[src/rtl/core/fisr_pkg.sv]
package fisr_pkg;

  localparam int unsigned StageCount = 10;

  localparam logic [31:0] GuessMagic = 32'h5f3759df;
  localparam logic [31:0] FpHalf     = 32'h3f000000;
  localparam logic [31:0] FpOneHalf  = 32'h3fc00000;
  localparam logic [31:0] QuietBit   = 32'h00400000;
  localparam logic [31:0] DefaultNan = 32'h7fc00000;
  localparam logic [7:0]  ExpMax     = 8'hff;

  function automatic logic is_nan(input logic [31:0] b);
    return (b[30:23] == ExpMax) && (b[22:0] != 23'd0);
  endfunction

  // Normalize a nonzero magnitude m, where eb is the biased exponent that
  // belongs to a leading one at bit 51, then round to nearest even and pack.
  function automatic logic [31:0] round_pack(input logic sgn,
                                             input logic signed [11:0] eb,
                                             input logic [51:0] m);
    logic [5:0]         lz;
    logic [51:0]        s;
    logic [51:0]        t;
    logic signed [11:0] be;
    logic [5:0]         sh;
    logic [23:0]        keep;
    logic               g;
    logic               st;
    logic               lost;
    logic [7:0]         ef;
    logic [30:0]        mag;
    lz = 6'd0;
    for (int i = 0; i < 52; i++) begin
      if (m[i]) lz = 6'(51 - i);
    end
    s  = m << lz;
    be = eb - $signed({6'b0, lz});
    if (be >= 12'sd255) begin
      return {sgn, ExpMax, 23'd0};
    end
    if (be >= 12'sd1) begin
      t    = s;
      ef   = be[7:0];
      lost = 1'b0;
    end else begin
      sh   = (be < -12'sd50) ? 6'd52 : 6'(12'sd1 - be);
      t    = s >> sh;
      lost = ((t << sh) != s);
      ef   = 8'd0;
    end
    keep = t[51:28];
    g    = t[27];
    st   = (|t[26:0]) | lost;
    // Carry out of the fraction moves into the exponent field on its own.
    mag  = {ef, keep[22:0]} + 31'(g & (st | keep[0]));
    return {sgn, mag};
  endfunction

endpackage

[src/rtl/core/fisr_fmul.sv]
module fisr_fmul (
  input  logic        clk,
  input  logic        ce,
  input  logic [31:0] a,
  input  logic [31:0] b,
  output logic [31:0] res
);
  import fisr_pkg::*;

  logic [7:0]         ea, eb;
  logic [23:0]        ma, mb;
  logic               a_nan, b_nan, a_inf, b_inf, a_zero, b_zero;

  logic               s1_sign;
  logic               s1_nan, s1_inf, s1_zero;
  logic signed [11:0] s1_exp;
  logic [47:0]        s1_prod;

  always_comb begin
    ea     = (a[30:23] == 8'd0) ? 8'd1 : a[30:23];
    eb     = (b[30:23] == 8'd0) ? 8'd1 : b[30:23];
    ma     = {a[30:23] != 8'd0, a[22:0]};
    mb     = {b[30:23] != 8'd0, b[22:0]};
    a_nan  = is_nan(a);
    b_nan  = is_nan(b);
    a_inf  = (a[30:23] == ExpMax) && (a[22:0] == 23'd0);
    b_inf  = (b[30:23] == ExpMax) && (b[22:0] == 23'd0);
    a_zero = (a[30:0] == 31'd0);
    b_zero = (b[30:0] == 31'd0);
  end

  always_ff @(posedge clk) begin
    if (ce) begin
      s1_sign <= a[31] ^ b[31];
      s1_nan  <= a_nan | b_nan | (a_inf & b_zero) | (a_zero & b_inf);
      s1_inf  <= a_inf | b_inf;
      s1_zero <= a_zero | b_zero;
      s1_exp  <= $signed({4'b0, ea}) + $signed({4'b0, eb}) - 12'sd122;
      s1_prod <= ma * mb;
    end
  end

  always_ff @(posedge clk) begin
    if (ce) begin
      if (s1_nan) begin
        res <= DefaultNan;
      end else if (s1_inf) begin
        res <= {s1_sign, ExpMax, 23'd0};
      end else if (s1_zero) begin
        res <= {s1_sign, 31'd0};
      end else begin
        res <= round_pack(s1_sign, s1_exp, {4'b0, s1_prod});
      end
    end
  end

endmodule

[config.mk]
export PLATFORM = sky130hd
export DESIGN_NAME = fisr_fmul
export DESIGN_NICKNAME = d
export VERILOG_FILES = /design/src/rtl/core/fisr_pkg.sv /design/src/rtl/core/fisr_fmul.sv
export SDC_FILE = /design/constraint.sdc
export NUM_CORES = 2
export LEC_CHECK = 0
export BUFFER_PORTS_ARGS = -buffer_cell sky130_fd_sc_hd__buf_2
export CELL_PAD_IN_SITES_DETAIL_PLACEMENT = 1
export CELL_PAD_IN_SITES_GLOBAL_PLACEMENT = 2
export CORE_ASPECT_RATIO = 1.1
export CORE_MARGIN = 2
export CORE_UTILIZATION = 27
export CTS_BUF_LIST = sky130_fd_sc_hd__clkbuf_8
export DETAILED_ROUTE_END_ITERATION = 8
export PLACE_DENSITY = 0.61
export SYNTH_ARGS = -nofsm -noshare
export SYNTH_HDL_FRONTEND = slang
export SYNTH_SLANG_ARGS = --single-unit
[constraint.sdc]
create_clock -name clk -period 17.5 [get_ports clk]
set_input_delay 0.875 -clock clk [delete_from_list [all_inputs] [get_ports clk]]
set_output_delay 0.875 -clock clk [all_outputs]
set_load 0.005 [all_outputs]
Word-level counts from Yosys, hierarchy flattened --
Index checks and enable logic that the tools add are counted.
Storage, ports and cells: input port bits 66, output and inout port bits 32, register bits after elaboration 96
Cells by class: reduce and logical (&&, ||, !) cells 17, $lt $le $gt $ge 3, equality and inequality tests 3, shift-type cells 3, $mul 1, bitwise gates (word level) 11, multiplexer cells 82, $add $sub $neg 5
Operator list (count):
- $mux W6 | 53
- $mux W51 | 6
- $mux W32 | 4
- $mux W8 | 8
- $logic_not A31 Y1 | 2
- $ne A52 B52 Y1 | 1
- $shl A48 B6 Y52 | 1
- $shl A52 B6 Y52 | 1
- $shr A52 B6 Y52 | 1
- $mul A24 B24 Y48 | 1
- $logic_not A23 Y1 | 2
- $reduce_bool A23 Y1 | 2
- $add A31 B1 Y31 | 1
- $reduce_or A27 Y1 | 1
- $eq A8 B8 Y1 const B | 2
- $logic_not A8 Y1 | 2
- $reduce_bool A8 Y1 | 2
- $ge A12 B2 Y1 const B | 1
- $ge A12 B9 Y1 const B | 1
- $lt A12 B7 Y1 const B | 1
- $sub A12 B7 Y12 | 1
- $mux W1 | 11
- $sub A9 B7 Y10 const B | 1
- $add A8 B8 Y9 | 1
- other kinds (7) | 18

Logic depth before layout (Yosys ltp) --
word-level depth 72, depth in mapped cells 37, depth with buffers taken out 36

Worst setup path after synthesis --
OpenSTA, ideal clock, no wires.
path kind input to register, start input port b[6], end register s1_prod[47], data pin, stages 35, arrival 8834 ps, setup slack 8406 ps, data required time 17240 ps, cells stage by stage clkbuf_1 -> clkbuf_1 -> nand2_1 -> fa_1 -> inv_1 -> fa_1 -> inv_1 -> fa_1 -> inv_1 -> ha_1 -> inv_1 -> fa_1 -> inv_1 -> fa_1 -> fa_1 -> ha_1 -> or3_1 -> o31ai_1 -> o2111a_1 -> nor3_1 -> nor2_1 -> a21oi_1 -> and4_1 -> nor4_1 -> o31ai_1 -> o41ai_1 -> o21ba_2 -> nor2b_1 -> o21ai_0 -> a21oi_1 -> a41o_1 -> or4_1 -> a31o_2 -> a21oi_1 -> xnor2_1
On the way: longest elaborated chain between the ends 1
Ends and longest elaborated chain:
- from (decl) | RTL line fisr_fmul.sv:5 | input logic [31:0] b,
- $mul A24 B24 Y48 | RTL line fisr_fmul.sv:39 | s1_prod <= ma * mb;
- to (signal assigned) | RTL line fisr_fmul.sv:39
- to (decl) | RTL line fisr_fmul.sv:17 | logic [47:0] s1_prod;
No other way between the ends. A chain may end at the register's enable or synchronous reset.

Worst setup path after layout --
start register s1_prod[43], end register res[0], data pin
On the way: longest elaborated chain between the ends 26, elaborated cells on any way between the ends 42, classes of those cells add/sub: 3; order compare: 3; eq/ne: 1; shift: 3; mux: 28; bitwise: 3; reduce/logical: 1
Ends and longest elaborated chain:
- $mux W6 (5 in series) | RTL line fisr_pkg.sv:34 | if (m[i]) lz = 6'(51 - i);
- $mux W6 | RTL line fisr_fmul.sv:49 | end else if (s1_zero) begin
- $mux W6 | RTL line fisr_fmul.sv:47 | end else if (s1_inf) begin
- $mux W6 | RTL line fisr_fmul.sv:45 | if (s1_nan) begin
- $mux W6 | RTL line fisr_fmul.sv:44 | if (ce) begin
- $sub A12 B7 Y12 | RTL line fisr_pkg.sv:37 | be = eb - $signed({6'b0, lz});
- $lt A12 B7 Y1 or $sub A2 B6 Y6 (tied branches) | RTL line fisr_pkg.sv:46 | sh = (be < -12'sd50) ? 6'd52 : 6'(12'sd1 - be);
- $mux W6 | RTL line fisr_pkg.sv:46
- (+6 left out)
- $mux W1 | RTL line fisr_fmul.sv:47
- $mux W1 | RTL line fisr_fmul.sv:45
- $mux W1 | RTL line fisr_fmul.sv:44
- $or A1 B1 Y1 | RTL line fisr_pkg.sv:53 | st = (|t[26:0]) | lost;
- $or A1 B1 Y1 | RTL line fisr_pkg.sv:55 | mag = {ef, keep[22:0]} + 31'(g & (st | keep[0]));
- $and A1 B1 Y1 | RTL line fisr_pkg.sv:55
- $add A31 B1 Y31 | RTL line fisr_pkg.sv:55
- $mux W32 (*) | RTL line fisr_pkg.sv:41 | if (be >= 12'sd1) begin
- to (signal assigned) | RTL line fisr_fmul.sv:46 | res <= DefaultNan;
- to (signal assigned) | RTL line fisr_fmul.sv:48 | res <= {s1_sign, ExpMax, 23'd0};
- to (signal assigned) | RTL line fisr_fmul.sv:50 | res <= {s1_sign, 31'd0};
- to (decl) | RTL line fisr_fmul.sv:6 | output logic [31:0] res
Every way passes the cells marked *; elsewhere a longest branch is shown, timed or not. The select of a mux whose other input is x is not followed.

==> results.md <==
- Outcome: finished, violations left
- Failing checks: max-capacitance violations, max-slew violations
- TritonCTS clock tree: built
- Skew final: between 0.015 and 0.02 ns
- Initial Util: ~27%
- Final setup violation count: 0
- Longest Clk Path Bufs: 2
- Initial antenna violation count: 12
- Synth top area cells: fa_1 25%, edfxtp_1 7.4%, nand2_1 6.8%
- Global Route Usage Sum: between 30% and 40%
- # fillers: approximately 17000
- Core area: ~140000 um^2
- Die H: approximately 400 um
- Top cell type by total area after synthesis: fa_1
- Worst flop-to-flop path startpoint: s1_prod[43]
- Resized cells post-CTS: 0
- Die area: 144300 um^2
- DRT antenna net count: 0
- Synthesized area: about 38000 um^2
- # hold bufs at CTS: 0
- Netlist cell types: ~130
- Asr flop ratio synth: 0%
- Largest net degree at the start of global routing: 73
- Worst Setup Path Type: reg -> reg
- Vias per cell: just over 6
- Hold Violations, Final: 0
- Number of synthesized register bits: 94
- Synthesized Nets: 5646
- Reg-to-reg critical path endpoint: res[0]
- Sequential element share of the synthesized area: approximately 7.4%
- Reg-to-reg slack, setup: about 5.6 ns
- Worst Max-Slew Pin Slew: 1.495 ns
- Die width: ~360 um
- Crit path time final: between 10 and 15 ns
- Worst R2R Path Depth: 33
- Buffers on Ports: 97
- Part of the cycle the worst path needs: 67.86%
- Site Rows: between 100 and 150
- Initial DRC Count: ~4400
- Final TNS setup: 0 ns
- Root Driver: clkbuf_8
- Crit Path Max Fanout: between 40 and 50
- Slew Viols, Final: 1
- Hold WC Path Type: reg -> reg
- Max capacitance violation total: 1
- Vias in the first global route: ~42000
- Skew-Pair Late Insertion Delay: 0.47 ns
- Synth top area share: between 20% and 30%
- Max stage delay cell, worst path: nor4_1
- DRC violations left: 0
- Total CTS buffers: 9
- Avg Cell Area, Syn: ~8 um^2
- Post-synth EDFFs: 94
- Clk pin slew, worst setup/hold paths: roughly 0.12 ns
- Crit path from: s1_prod[43]
- CP endpoint kind: register
- Dominant synthesized flop cell: edfxtp_1
- Routed wire length: roughly 230000 um
- Worst Setup EP: res[0]
- Layout cells sized above 1: between 9 and 10%
- First-pass iteration count of the detailed router: 8
- Layout net count: 5564
- Global-route wire length before repair: roughly 330000 um
- Yosys warnings: 0
- Unrepaired setup endpoints after global routing: no
- Fmax: ~84 MHz
- Gp weighted congestion: between 1 and 1.5
- Critical Path Most Common Cell: buf_4
- Layout area overhead: 6.807%
- Required time worst endpoint: between 15 and 20 ns
- Final Util: 29.06%
- Wire per inst: about 34 um
- Detailed-placement wirelength estimate: approximately 180000 um
- Worst Path Arrival: approximately 12 ns
- H-tree depth: 3
- I/O pin total: around 100
- DR vias: 40750
- Total grt overflow: 0
- Clock sinks: between 90 and 100
- Post-synthesis cell count: between 4000 and 5000
- Crit start category: register
- Post-CTS setup buffers: 0
- Largest stage delay on the critical path: approximately 0.82 ns
- Slew Limit Headroom: -0.03678%
==> layout make-up <==
type	instances	area, um^2	share of cell area, %
Multi-Input combinational cell	3936	31850	78.20
Antenna cell	10	25.02	0.06143
Tap cell	1825	2283	5.605
Clock buffer	9	123.9	0.3041
Clock inverter	7	81.33	0.1996
Sequential cell	94	2823	6.929
Inverter	550	2069	5.080
Timing Repair Buffer	226	1476	3.624
==> cells in the mapped netlist, types with 29 or more instances <==
library cell / number
a21oi_1: 201
nand2_1: 693
fa_1: 484
and2_1: 225
and3_1: 29
clkbuf_1: 207
o22ai_1: 73
ha_1: 197
nand4_1: 79
mux2i_1: 51
a211oi_1: 55
o21ai_1: 43
o211ai_1: 80
nor4_1: 43
o21ai_0: 177
a31oi_1: 51
nand3_1: 149
nor2_1: 372
xnor2_1: 59
a221oi_1: 31
o31ai_1: 57
inv_1: 543
edfxtp_1: 94
buf_2: 49
nor3_1: 143
a22oi_1: 63
==> layout by cell type, fill, tap and decap left out, types with 26 or more instances in the layout <==
| master | netlist | layout |
|---|---|---|
| o32ai_1 | 26 | 26 |
| o22ai_1 | 73 | 73 |
| o21ai_0 | 177 | 176 |
| edfxtp_1 | 94 | 94 |
| a21oi_1 | 201 | 199 |
| o21ai_1 | 43 | 42 |
| nand2_1 | 693 | 693 |
| and3_1 | 29 | 29 |
| o221ai_1 | 26 | 26 |
| mux2i_1 | 51 | 51 |
| a22oi_1 | 63 | 63 |
| nor4_1 | 43 | 42 |
| buf_4 | 25 | 128 |
| buf_2 | 49 | 96 |
| inv_1 | 543 | 543 |
| nand3_1 | 149 | 149 |
| ha_1 | 197 | 197 |
| o211ai_1 | 80 | 80 |
| a221oi_1 | 31 | 31 |
| and2_1 | 225 | 225 |
| nor3_1 | 143 | 143 |
| o31ai_1 | 57 | 57 |
| nor2_1 | 372 | 364 |
| a211oi_1 | 55 | 53 |
| nand4_1 | 79 | 79 |
| a31oi_1 | 51 | 50 |
| fa_1 | 484 | 484 |
| xnor2_1 | 59 | 59 |
==> registers in the layout, summed over array words and instances, names as in the netlist <==
| signal | flops |
|---|---|
| res | 32 |
| s1_prod | 48 |
| s1_exp | 10 |
| s1_zero | 1 |
| s1_nan | 1 |
| s1_inf | 1 |
| s1_sign | 1 |
==> worst max-delay path, delay by kind of cell, from the launching register on <==
| family | cells | cell delay [ns] |
|---|---|---|
| muxes | 1 | 0.78 |
| AOI/OAI and AO/OA | 13 | 3.33 |
| buffers and inverters | 7 | 2.49 |
| and+or+nand+nor | 11 | 4.05 |
| adders and majority gates | 1 | 0.36 |
| DFF | 1 | 0.52 |
==> worst min-delay path by stage <==
stage | start | end | slack, ns | cells past startpoint
2_1_floorplan | s1_sign | res[31] | 0.51 | 1
4_1_cts | s1_sign | res[31] | 0.58 | 1
3_5_place_dp | s1_sign | res[31] | 0.56 | 1
5_1_grt | s1_sign | res[31] | 0.62 | 1
6_report | s1_sign | res[31] | 0.57 | 1
3_3_place_gp | s1_sign | res[31] | 0.52 | 1
==> kinds of logic (layout without fill, tap and decap cells) <==
| kind of cell | Yosys count | in the layout | synth area share, % |
|---|---|---|---|
| xor+xnor | 78 | 78 | 1.791 |
| simple gates | 1907 | 1907 | 24.25 |
| mux | 62 | 62 | 1.712 |
| fa+ha+maj | 681 | 681 | 31.87 |
| compound gates | 1208 | 1208 | 23.58 |
| other cells | 0 | 10 | 0 |
| flops | 94 | 94 | 7.401 |
| buf+inv | 869 | 792 | 9.405 |
==> stage by stage <==
step / worst slack [ns] / cells / hold slack (ns) / area, um^2
after floorplan: 8.406 / 4899 / 0.5091 / 38140
after global placement: 6.026 / 6630 / 0.5230 / 40490
after detailed placement: 5.871 / 6630 / 0.5647 / 40490
after CTS: 5.791 / 6646 / 0.5832 / 40690
after global routing: 5.102 / 6648 / 0.6249 / 40710
final: 5.624 / 6657 / 0.5700 / 40740
==> per-layer routing <==
metal / GRT usage, % / wire length [um]
met4: 18.41 / 15940
met5: 0 / 34
met1: 39.35 / 92850
met3: 5.097 / 16190
met2: 50.38 / 103700
Power is not shown: default switching activity piles up to over one toggle a cycle in this logic, so the estimate is an artifact.
